### src/rtl/swrc_pkg.sv
// ----------------------------------------------------------------------------
// swrc_pkg
// Shared types and constants for the rollback coordinator.
// ----------------------------------------------------------------------------
package swrc_pkg;

  localparam int unsigned SHARDS_DEF      = 7;
  localparam int unsigned COUNT_WIDTH_DEF = 32;

  localparam int unsigned EPOCH_W   = 32;
  localparam int unsigned NONCE_W   = 8;
  localparam int unsigned MASK_W    = 7;
  localparam int unsigned INIT_W    = 3;
  localparam int unsigned INDEX_W   = 8;
  localparam int unsigned CNT_OUT_W = 32;
  localparam int unsigned IN_DATA_W  = 16;
  localparam int unsigned OUT_DATA_W = 120;

  typedef enum logic [1:0] {
    CMD_REGISTER = 2'd0,
    CMD_INITIATE = 2'd1,
    CMD_ACK      = 2'd2,
    CMD_STATUS   = 2'd3
  } cmd_e;

  typedef enum logic [1:0] {
    ST_OK        = 2'd0,
    ST_BAD_SHARD = 2'd1,
    ST_PENDING   = 2'd2,
    ST_MISMATCH  = 2'd3
  } status_e;

  // Listed from the highest bit down, so status sits in the lowest bits.
  typedef struct packed {
    logic [CNT_OUT_W-1:0] shard_completions;
    logic [CNT_OUT_W-1:0] shard_initiations;
    logic                 invariants_hold;
    logic                 completed;
    logic [NONCE_W-1:0]   nonce;
    logic [INIT_W-1:0]    initiator;
    logic [MASK_W-1:0]    ack_mask;
    logic                 pending;
    logic [EPOCH_W-1:0]   global_epoch;
    status_e              status;
  } result_t;

  typedef struct packed {
    logic exec;
    logic taken;
  } dp_cmd_t;

  typedef struct packed {
    logic result_valid;
  } dp_stat_t;

endpackage

### src/rtl/swrc_ctrl.sv
// ----------------------------------------------------------------------------
// swrc_ctrl
// Handshake controller: accepts one command at a time and holds the result
// until the receiver takes it.
// ----------------------------------------------------------------------------
module swrc_ctrl
  import swrc_pkg::*;
(
  input  logic     clk_i,
  input  logic     rst_ni,
  input  logic     in_valid_i,
  output logic     in_ready_o,
  output logic     out_valid_o,
  input  logic     out_ready_i,
  output dp_cmd_t  cmd_o,
  input  dp_stat_t stat_i
);

  localparam logic S_IDLE = 1'b0;
  localparam logic S_FULL = 1'b1;

  logic state_q, state_d;

  assign in_ready_o  = (state_q == S_IDLE) || out_ready_i;
  assign cmd_o.exec  = in_valid_i && in_ready_o;
  assign out_valid_o = stat_i.result_valid;
  assign cmd_o.taken = out_valid_o && out_ready_i;

  always_comb begin
    state_d = state_q;
    case (state_q)
      S_IDLE: begin
        if (cmd_o.exec) state_d = S_FULL;
      end
      S_FULL: begin
        if (!cmd_o.exec && out_ready_i) state_d = S_IDLE;
      end
      default: state_d = S_IDLE;
    endcase
  end

  always_ff @(posedge clk_i or negedge rst_ni) begin
    if (!rst_ni) begin
      state_q <= S_IDLE;
    end else begin
      state_q <= state_d;
    end
  end

endmodule

### src/rtl/swrc_datapath.sv
// ----------------------------------------------------------------------------
// swrc_datapath
// Global coordination word, per-shard records and the result register.
// ----------------------------------------------------------------------------
module swrc_datapath
  import swrc_pkg::*;
#(
  parameter int unsigned SHARDS      = SHARDS_DEF,
  parameter int unsigned COUNT_WIDTH = COUNT_WIDTH_DEF
) (
  input  logic               clk_i,
  input  logic               rst_ni,
  input  dp_cmd_t            cmd_i,
  input  logic [1:0]         op_i,
  input  logic [INDEX_W-1:0] shard_index_i,
  output dp_stat_t           stat_o,
  output result_t            result_o
);

  localparam int unsigned IDX_W = (SHARDS > 1) ? $clog2(SHARDS) : 1;

  logic [EPOCH_W-1:0] epoch_q, epoch_d;
  logic               pending_q, pending_d;
  logic [SHARDS-1:0]  ack_q, ack_d;
  logic [IDX_W-1:0]   initiator_q, initiator_d;
  logic [NONCE_W-1:0] nonce_q, nonce_d;

  logic                   reg_q [SHARDS];
  logic                   reg_d [SHARDS];
  logic [EPOCH_W-1:0]     lepoch_q [SHARDS];
  logic [EPOCH_W-1:0]     lepoch_d [SHARDS];
  logic [NONCE_W-1:0]     seen_q [SHARDS];
  logic [NONCE_W-1:0]     seen_d [SHARDS];
  logic [COUNT_WIDTH-1:0] icnt_q [SHARDS];
  logic [COUNT_WIDTH-1:0] icnt_d [SHARDS];
  logic [COUNT_WIDTH-1:0] ccnt_q [SHARDS];
  logic [COUNT_WIDTH-1:0] ccnt_d [SHARDS];

  result_t result_q, result_d;
  logic    rvalid_q, rvalid_d;

  logic              idx_ok;
  logic [IDX_W-1:0]  idx;
  logic [SHARDS-1:0] sel;
  logic [SHARDS-1:0] ack_new;
  logic              sel_reg;
  logic [EPOCH_W-1:0] sel_lepoch;
  logic [NONCE_W-1:0] sel_seen;
  status_e           status;
  logic              done;
  logic              inv;
  logic [63:0]       icnt_ext, ccnt_ext;

  function automatic logic [COUNT_WIDTH-1:0] sat_inc(input logic [COUNT_WIDTH-1:0] v);
    sat_inc = (&v) ? v : v + 1'b1;
  endfunction

  assign idx_ok = shard_index_i < INDEX_W'(SHARDS);
  assign idx    = shard_index_i[IDX_W-1:0];

  always_comb begin
    sel_reg    = 1'b0;
    sel_lepoch = '0;
    sel_seen   = '0;
    for (int i = 0; i < SHARDS; i++) begin
      sel[i] = idx_ok && (idx == IDX_W'(i));
      if (sel[i]) begin
        sel_reg    = reg_q[i];
        sel_lepoch = lepoch_q[i];
        sel_seen   = seen_q[i];
      end
    end
  end

  assign ack_new = ack_q | sel;

  always_comb begin
    epoch_d     = epoch_q;
    pending_d   = pending_q;
    ack_d       = ack_q;
    initiator_d = initiator_q;
    nonce_d     = nonce_q;
    reg_d       = reg_q;
    lepoch_d    = lepoch_q;
    seen_d      = seen_q;
    icnt_d      = icnt_q;
    ccnt_d      = ccnt_q;
    status      = ST_OK;
    done        = 1'b0;

    if (!idx_ok) begin
      status = ST_BAD_SHARD;
    end else begin
      case (cmd_e'(op_i))
        CMD_REGISTER: begin
          for (int i = 0; i < SHARDS; i++) begin
            if (sel[i]) begin
              reg_d[i]    = 1'b1;
              lepoch_d[i] = '0;
              seen_d[i]   = '0;
            end
          end
        end
        CMD_INITIATE: begin
          if (!sel_reg) begin
            status = ST_BAD_SHARD;
          end else if (pending_q) begin
            status = ST_PENDING;
          end else begin
            pending_d   = 1'b1;
            initiator_d = idx;
            ack_d       = sel;
            nonce_d     = nonce_q + 1'b1;
            for (int i = 0; i < SHARDS; i++) begin
              if (sel[i]) icnt_d[i] = sat_inc(icnt_q[i]);
            end
          end
        end
        CMD_ACK: begin
          if (!sel_reg) begin
            status = ST_BAD_SHARD;
          end else if (!pending_q || nonce_q == sel_seen) begin
            status = ST_OK;
          end else if (sel_lepoch != epoch_q) begin
            status = ST_MISMATCH;
          end else begin
            ack_d = ack_new;
            if (&ack_new) begin
              done      = 1'b1;
              epoch_d   = epoch_q - 1'b1;
              pending_d = 1'b0;
              ack_d     = '0;
            end
            for (int i = 0; i < SHARDS; i++) begin
              if (sel[i]) begin
                if (&ack_new) ccnt_d[i] = sat_inc(ccnt_q[i]);
                lepoch_d[i] = epoch_d;
                seen_d[i]   = nonce_q;
              end
            end
          end
        end
        default: status = ST_OK;
      endcase
    end
  end

  always_comb begin
    inv = 1'b1;
    if (!pending_d) begin
      for (int i = 0; i < SHARDS; i++) begin
        if (reg_d[i] && lepoch_d[i] != epoch_d) inv = 1'b0;
      end
    end
    if (pending_d && (&ack_d)) inv = 1'b0;
  end

  always_comb begin
    icnt_ext = '0;
    ccnt_ext = '0;
    for (int i = 0; i < SHARDS; i++) begin
      if (sel[i]) begin
        icnt_ext = 64'(icnt_d[i]);
        ccnt_ext = 64'(ccnt_d[i]);
      end
    end
  end

  always_comb begin
    result_d                   = result_q;
    rvalid_d                   = rvalid_q;
    if (cmd_i.taken) rvalid_d  = 1'b0;
    if (cmd_i.exec) begin
      result_d.status            = status;
      result_d.global_epoch      = epoch_d;
      result_d.pending           = pending_d;
      result_d.ack_mask          = MASK_W'(ack_d);
      result_d.initiator         = INIT_W'(initiator_d);
      result_d.nonce             = nonce_d;
      result_d.completed         = done;
      result_d.invariants_hold   = inv;
      result_d.shard_initiations = icnt_ext[CNT_OUT_W-1:0];
      result_d.shard_completions = ccnt_ext[CNT_OUT_W-1:0];
      rvalid_d                   = 1'b1;
    end
  end

  always_ff @(posedge clk_i or negedge rst_ni) begin
    if (!rst_ni) begin
      epoch_q     <= '0;
      pending_q   <= 1'b0;
      ack_q       <= '0;
      initiator_q <= '0;
      nonce_q     <= '0;
      for (int i = 0; i < SHARDS; i++) begin
        reg_q[i]    <= 1'b0;
        lepoch_q[i] <= '0;
        seen_q[i]   <= '0;
        icnt_q[i]   <= '0;
        ccnt_q[i]   <= '0;
      end
    end else if (cmd_i.exec) begin
      epoch_q     <= epoch_d;
      pending_q   <= pending_d;
      ack_q       <= ack_d;
      initiator_q <= initiator_d;
      nonce_q     <= nonce_d;
      reg_q       <= reg_d;
      lepoch_q    <= lepoch_d;
      seen_q      <= seen_d;
      icnt_q      <= icnt_d;
      ccnt_q      <= ccnt_d;
    end
  end

  always_ff @(posedge clk_i or negedge rst_ni) begin
    if (!rst_ni) begin
      rvalid_q <= 1'b0;
    end else begin
      rvalid_q <= rvalid_d;
    end
  end

  always_ff @(posedge clk_i) begin
    result_q <= result_d;
  end

  assign stat_o.result_valid = rvalid_q;
  assign result_o            = result_q;

endmodule

### src/rtl/seven_way_rollback_coordinator.sv
// ----------------------------------------------------------------------------
// seven_way_rollback_coordinator
// Rollback coordination among shards with a global epoch and ack bitmap.
// ----------------------------------------------------------------------------
// Commands arrive on the s_axis channel, one transfer per command; each
// command yields exactly one result transfer on the m_axis channel.
// A command is applied to the global word and the addressed shard record in
// the cycle it is accepted; its result appears on m_axis in the next cycle.
// Throughput is one command per cycle while results are taken: the update of
// the global word plus one shard record, with the parallel epoch compares of
// the invariant check, sets that figure. The result register is the only buffer,
// so a new command is taken only in a cycle where the held result is taken
// or none is held; while the receiver stalls, s_axis_tready stays low and
// the held result stays unchanged.
// Reset clears the epoch, pending flag, bitmap, initiator, nonce and every
// shard record, and drops any held result.
// ----------------------------------------------------------------------------
module seven_way_rollback_coordinator
  import swrc_pkg::*;
#(
  parameter int unsigned SHARDS      = SHARDS_DEF,
  parameter int unsigned COUNT_WIDTH = COUNT_WIDTH_DEF
) (
  input  logic                  clk_i,
  input  logic                  rst_ni,
  input  logic                  s_axis_tvalid,
  output logic                  s_axis_tready,
  // cmd[1:0], shard_index[9:2], zero[15:10]
  input  logic [IN_DATA_W-1:0]  s_axis_tdata,
  output logic                  m_axis_tvalid,
  input  logic                  m_axis_tready,
  // status[1:0], global_epoch[33:2], pending[34], ack_mask[41:35],
  // initiator[44:42], nonce[52:45], completed[53], invariants_hold[54],
  // shard_initiations[86:55], shard_completions[118:87], zero[119]
  output logic [OUT_DATA_W-1:0] m_axis_tdata
);

  dp_cmd_t  cmd;
  dp_stat_t stat;
  result_t  result;
  logic     in_ready;

  swrc_ctrl u_ctrl (
    .clk_i       (clk_i),
    .rst_ni      (rst_ni),
    .in_valid_i  (s_axis_tvalid),
    .in_ready_o  (in_ready),
    .out_valid_o (m_axis_tvalid),
    .out_ready_i (m_axis_tready),
    .cmd_o       (cmd),
    .stat_i      (stat)
  );

  swrc_datapath #(
    .SHARDS      (SHARDS),
    .COUNT_WIDTH (COUNT_WIDTH)
  ) u_datapath (
    .clk_i         (clk_i),
    .rst_ni        (rst_ni),
    .cmd_i         (cmd),
    .op_i          (s_axis_tdata[1:0]),
    .shard_index_i (s_axis_tdata[9:2]),
    .stat_o        (stat),
    .result_o      (result)
  );

  assign s_axis_tready = in_ready;
  assign m_axis_tdata  = {1'b0, result};

  localparam logic [SHARDS-1:0] FULL_MASK = '1;

  a_no_overwrite: assert property (@(posedge clk_i) disable iff (!rst_ni)
    (s_axis_tvalid && s_axis_tready) |-> !(m_axis_tvalid && !m_axis_tready))
    else $error("result overwritten while held");

  a_accept_gives_result: assert property (@(posedge clk_i) disable iff (!rst_ni)
    (s_axis_tvalid && s_axis_tready) |=> m_axis_tvalid)
    else $error("accepted command produced no result");

  a_done_clears: assert property (@(posedge clk_i) disable iff (!rst_ni)
    (m_axis_tvalid && result.completed) |-> (!result.pending && result.ack_mask == '0))
    else $error("completion left rollback pending");

  a_never_full_pending: assert property (@(posedge clk_i) disable iff (!rst_ni)
    (m_axis_tvalid && result.pending) |-> (result.ack_mask[SHARDS-1:0] != FULL_MASK))
    else $error("full bitmap while pending");

endmodule
### config.mk
export PLATFORM = sky130hd
export DESIGN_NAME = seven_way_rollback_coordinator
export DESIGN_NICKNAME = d
export VERILOG_FILES = /design/src/rtl/swrc_pkg.sv /design/src/rtl/swrc_ctrl.sv /design/src/rtl/swrc_datapath.sv /design/src/rtl/seven_way_rollback_coordinator.sv
export SDC_FILE = /design/constraint.sdc
export NUM_CORES = 2
export LEC_CHECK = 0
export BUFFER_PORTS_ARGS = -buffer_cell sky130_fd_sc_hd__buf_2
export CAP_MARGIN = 20
export CORE_MARGIN = 2
export CORE_UTILIZATION = 60
export CTS_CLUSTER_DIAMETER = 30
export DETAILED_ROUTE_END_ITERATION = 7
export PLACE_DENSITY = 0.73
export SYNTH_ARGS = -nofsm -noshare
export SYNTH_HDL_FRONTEND = slang
export SYNTH_SLANG_ARGS = --single-unit
### constraint.sdc
create_clock -name clk_i -period 7.1 [get_ports clk_i]
set_clock_uncertainty 0.1 [all_clocks]
set_input_delay 1.065 -clock clk_i [delete_from_list [all_inputs] [get_ports clk_i]]
set_output_delay 1.065 -clock clk_i [all_outputs]
set_load 0.005 [all_outputs]
# == After elaboration in Yosys (flattened, before gate mapping) ==
# Cells that the tools add are included.
# totals
elab_cells,332
output_inout_bits,122
inputBits,20
register_bits,907
# classes
n_eq_ne,34
n_reduce_logical,50
addsub,16
order_cmp,1
muxes,174
bitwise,5
# op_table
op,n
$mux W224,13
$mux W32,76
$add A32 B1 Y32 const B,14
$pmux W224 S2,1
$reduce_and A32 Y1,14
$ne A32 B32 Y1,8
$mux W8,25
$mux W56,3
$pmux W56 S2,1
$mux W7,9
$reduce_and A8 Y1,7
$mux W1,33
$sub A32 B1 Y32 const B,1
$ne A2 B1 Y1 const B,15
$logic_and A1 B1 Y1,18
$pmux W7 S2,1
$reduce_and A7 Y1,2
$mux W3,4
$mux W2,5
$eq A3 B3 Y1 const B,3
$add A8 B1 Y8 const B,1
$eq A8 B8 Y1,1
$lt A8 B3 Y1 const B,1
$or A7 B7 Y7,1
other kinds (14),23

# == Logic depth before layout (Yosys ltp) ==
# logic_depth
ltp_word,25
mapped_depth,24
depth_no_buf,17

# == Hierarchy ==
# A second synthesis with hierarchy kept.
# unflattened
hier_cells,6501
hier_area_um2,57289.9
# by_module_without_submodules
mod,instances,area_each_um2,cells_each
swrc_datapath,1,57211.1,6493
swrc_ctrl,1,67.6,6
seven_way_rollback_coordinator,1,11.3,2

# == Least setup slack after synthesis ==
# OpenSTA, ideal clock, no wires.
# synth_timing
kind,in2reg
startpoint,input m_axis_tready
endpoint,"register u_datapath.result_q, in the netlist u_datapath.result_o[0] (enable)"
path_slack_ps,731
required_time_ps,6470
cell_stages,7
n_path_buf,4
t_arrival_ps,5739
cell_sequence,nand2b_1 > nand2_1 > inv_1 > clkbuf_1 > clkbuf_1 > buf_1 > clkbuf_1
# synth_via
elab_chain_cells,2
# synth_rtl
item,line,source
from (decl),seven_way_rollback_coordinator.sv:31,"input logic m_axis_tready,"
$logic_or A1 B1 Y1,swrc_ctrl.sv:24,assign in_ready_o = (state_q == S_IDLE) || out_ready_i;
$logic_and A1 B1 Y1,swrc_ctrl.sv:25,assign cmd_o.exec = in_valid_i && in_ready_o;
to (signal assigned),swrc_datapath.sv:225,result_q <= result_d;
to (decl),swrc_datapath.sv:39,"result_t result_q, result_d;"
# Every way passes these cells.
# A chain may end at the register's enable or synchronous reset.

# == Worst setup path after layout ==
# layout_timing
startpoint,input s_axis_tdata[2]
endpoint,"register u_datapath.result_q, in the netlist u_datapath.result_o[54], data pin"
# layout_via
elab_chain_cells,25
word_cells_on_any_way,114
# layout_rtl
item,line,source
from (decl),seven_way_rollback_coordinator.sv:29,"input logic [IN_DATA_W-1:0] s_axis_tdata,"
$lt A8 B3 Y1 or $logic_not A3 Y1 (tied branches),"swrc_datapath.sv:58, swrc_datapath.sv:66",
$logic_and A1 B1 Y1,swrc_datapath.sv:66,sel[i] = idx_ok && (idx == IDX_W'(i));
$mux W32 or $mux W8 (tied branches) (7 in a row),swrc_datapath.sv:67,if (sel[i]) begin
$ne A32 B32 Y1 or $eq A8 B8 Y1 (tied branches),"swrc_datapath.sv:124, swrc_datapath.sv:122",
$mux W224 (tied with other cells),swrc_datapath.sv:124,end else if (sel_lepoch != epoch_q) begin
$mux W224 or $mux W32 (tied branches),swrc_datapath.sv:122,end else if (!pending_q || nonce_q == sel_seen) begin
$mux W224 or $mux W32 (tied branches),swrc_datapath.sv:120,if (!sel_reg) begin
$pmux W224 S2 or $mux W32 (tied branches),swrc_datapath.sv:94,case (cmd_e'(op_i))
$mux W224 or $mux W32 (tied branches),swrc_datapath.sv:91,if (!idx_ok) begin
$ne A32 B32 Y1,swrc_datapath.sv:152,if (reg_d[i] && lepoch_d[i] != epoch_d) inv = 1'b0;
$logic_and A1 B1 Y1,swrc_datapath.sv:152,
$mux W1 (7 in a row),swrc_datapath.sv:152,
$mux W1,swrc_datapath.sv:150,if (!pending_d) begin
# Parallel ways exist; a longest one is shown, timed or not.

==> flow_summary.yaml <==
outcome:
  outcome: "finished, violations left"
  violations: "design-rule violations"
logic_synthesis:
  synth_edf_count: 119
  ys_types: 106
  synthSimpleGateAreaFrac: 0.1922
  synthFlopType: "dfrtp_1"
  synthAdderAreaFrac: 0.004236
  ys_seq_area_frac: 0.4150
  syn_area_um2: 56120
  synth_mux_area_frac: 0.02800
  synth_top_family_by_area: "simple AND/OR/NAND/NOR gates"
  synth_cells: 6218
  async_flop_share: 0.8688
  yosysWarnings: 0
  synth_compound_area_frac: 0.1388
  synth_xor_area_frac: 0.1851
  syn-num-nets: 6257
  avgSynthCellArea_um2: 9.026
  ys_ff_latch: 907
clock_network:
  cts-root-buf: "clkbuf_16"
  post_cts_resized: 0
  htree_levels: 4
  numCtsBuffers: 203
  holdBufCountCts: 0
  clock_path_buffers: 3
  clk_pin_slew_ps: 50
  postCtsSetupRepairBufs: 0
  clock_sinks: 907
  cts_tree: "done"
  clkLatencyLatePin_ps: 840
cells_and_area:
  final_area_um2: 69730
  drive_gt1_frac: 0.1859
  final_cell_mix: "nand2_1 (857), dfrtp_1 (788), xnor2_1 (699)"
  syn2layout_area_growth_pct: 24.24
  fin_cells: 8240
  final_common_cell: "nand2_1"
  fin_nets: 6832
detailed_routing:
  detail-route-antenna-nets: 0
  vias: 57150
  first_pass_iters: 8
  drt_wl_total_um: 257300
  drtIter0Drc: 10260
  drc_errors: 23
  wl_per_cell_um: 31.22
  via_per_inst: 6.936
pwr:
  power_leakage_nw: 29.62
  p_int_w: 0.01213
  clkPwrFrac: 0.631
  ir_drop_mv: 0.2369
  p_sw_frac: 0.2436
  p_sw_w: 0.003907
  seqPwrFrac: 0.333
  pwr-share-comb: 0.035
  cellPowerDensity_nw_per_um2: 230.0
setup_path:
  r2r_cells: 22
  required_ps: 7630
  path_class: "input pin to flop"
  endpoint_kind: "flop"
  startpoint: "s_axis_tdata[2]"
  arrival_ps: 7580
  regToRegEndpoint: "u_datapath.result_o[54]"
  r2r_start: "u_datapath.lepoch_q[207]"
  critPathMaxFanout: 13
  ff2ff_setup_slack_ps: 310
  endpoint: "u_datapath.result_o[54]"
  start_kind: "input pin"
global_route:
  grt_pass1_wl_um: 370400
  grtUsageTotal: 0.5303
  antenna_found_initial: 19
  grt_pass1_vias: 54980
  grt_max_degree: 188
  overflow: 0
floorplan:
  die_h_um: 309.8
  core_um2: 93050
  start_util: 0.6032
  chipWidth_um: 309.8
  io_pins: 142
  dieArea_um2: 96000
  rows: 112
sta:
  fin_crit_sh: 0.9920
  tightest_slew_ps: 1223
  final_max_slew_viol_count: 0
  finalSetupViolations: 0
  setup_tns_ps: 0
  hold_violations: 0
  period_needed_ps: 7043
  rsz0062_at_grt: "no"
  slew-limit-headroom: 0.1785
  max_freq_ghz: 0.1420
run:
  max_cap_violations: 0
placed_design:
  postPlaceCellArea_um2: 62240
  place_inst: 7840
  routabilityCongestion: 1.134
  dpl.hpwl_um: 176300
  port_buffers: 134
min_path:
  holdCritPathClass: "input pin to async pin"
-- registers in the layout (all words and copies together), names as in the netlist --
signal and flops:
u_datapath.seen_q 56, u_datapath.ack_q 7, u_datapath.initiator_q 3, u_datapath.epoch_q 32, u_datapath.lepoch_q 224, u_datapath.stat_o 1, u_datapath.pending_q 1, u_ctrl.state_q 1
u_datapath.icnt_q 224, u_datapath.nonce_q 8, u_datapath.ccnt_q 224, u_datapath.result_o 119, u_datapath.reg_q 7
-- logic make-up (layout without fill, tap and decap cells) --
logic type / after synthesis / in the layout
xor+xnor: 1183 / 1183
flops: 907 / 907
fa+ha+maj: 19 / 19
mux: 126 / 126
other cells: 1 / 12
simple gates: 2298 / 2298
compound gates: 1190 / 1190
buf+inv: 494 / 1251
-- per-stage QoR --
step	utilization	setup WS (ps)	total power [W]	hold slack [ps]
6_report	0.7494	57.15	0.01604	181.3
3_5_place_dp	0.6689	-440.0	0.005969	366.6
2_1_floorplan	-	731.3	0.005642	342.2
4_1_cts	0.7488	370.5	0.01598	209.3
3_3_place_gp	0.6689	-457.3	0.005963	355.7
5_1_grt	0.7491	64.94	0.01630	227.3
-- worst min-delay path by stage --
stage / startpoint / end / slack [ps] / cells past startpoint
global route: rst_ni / u_datapath.lepoch_q[164] / 230 / 1
detailed placement: u_datapath.seen_q[22] / u_datapath.seen_q[22] / 370 / 2
global placement: u_datapath.seen_q[4] / u_datapath.seen_q[4] / 360 / 2
CTS: rst_ni / u_datapath.lepoch_q[13] / 210 / 1
finish: rst_ni / u_datapath.lepoch_q[68] / 180 / 1
floorplan: u_datapath.seen_q[52] / u_datapath.seen_q[52] / 340 / 2
-- routing by layer --
layer | global-route usage | up-vias | wire [um]
li1 | - | 23140 | -
met1 | 0.6830 | 27580 | 93710
met2 | 0.7225 | 5136 | 102100
met3 | 0.2344 | 1282 | 41060
met4 | 0.3357 | 18 | 20170
met5 | 0.008595 | - | 230
-- worst max-delay path, stage by stage --
cell,delay [ps]
buf_4,140
buf_12,150
inv_2,320
buf_4,330
o22ai_1,120
a221oi_1,360
o31ai_1,230
or4b_1,510
nor4_1,270
buf_4,210
and2_1,240
nand3_2,300
buf_4,270
buf_4,170
nor2_1,130
xnor2_1,170
buf_4,220
xnor2_2,510
nand4_1,560
nor4_1,370
buf_4,250
a31oi_1,110
or3_1,350
o41ai_2,190
-- area by class of cell --
class / count / area, um2
multi-input combinational: 4817 / 30990
fill: 6290 / 23320
sequential: 907 / 23290
timing repair buffer: 770 / 6036
clock buffer: 244 / 5478
clock inverter: 143 / 1958
tap: 1254 / 1569
inverter: 94 / 372.9
antenna: 11 / 27.53
-- cell usage after synthesis (38+ instances only) --
library cell	number	area, um2
nand2_1	864	3243
dfrtp_1	788	19720
xnor2_1	700	6131
nor2_1	481	1805
xor2_1	479	4195
o21ai_0	388	1942
clkbuf_1	296	1111
nand3_1	274	1371
a22oi_1	218	1637
nand4_1	172	1076
a21oi_1	145	725.7
nor3_1	137	685.7
edfxtp_1	119	3573
and3_1	97	606.8
o22ai_1	91	569.3
inv_1	83	311.6
nor4_1	61	381.6
mux2i_1	60	600.6
o221ai_1	43	376.6
a221oi_1	41	359.1
buf_2	41	205.2
mux2_2	41	461.7
buf_1	38	142.6
or3_1	38	237.7
-- power groups by stage --
stage               Sequential, W  Combinational [W]  Clock [W]
finish                    0.00535           0.000568     0.0101
global route              0.00535           0.000589     0.0104
global placement          0.00543           0.000536          0
detailed placement        0.00543           0.000540          0
floorplan                 0.00543           0.000211          0
CTS                       0.00535           0.000544     0.0101
Power figures use the tool's default switching activity.
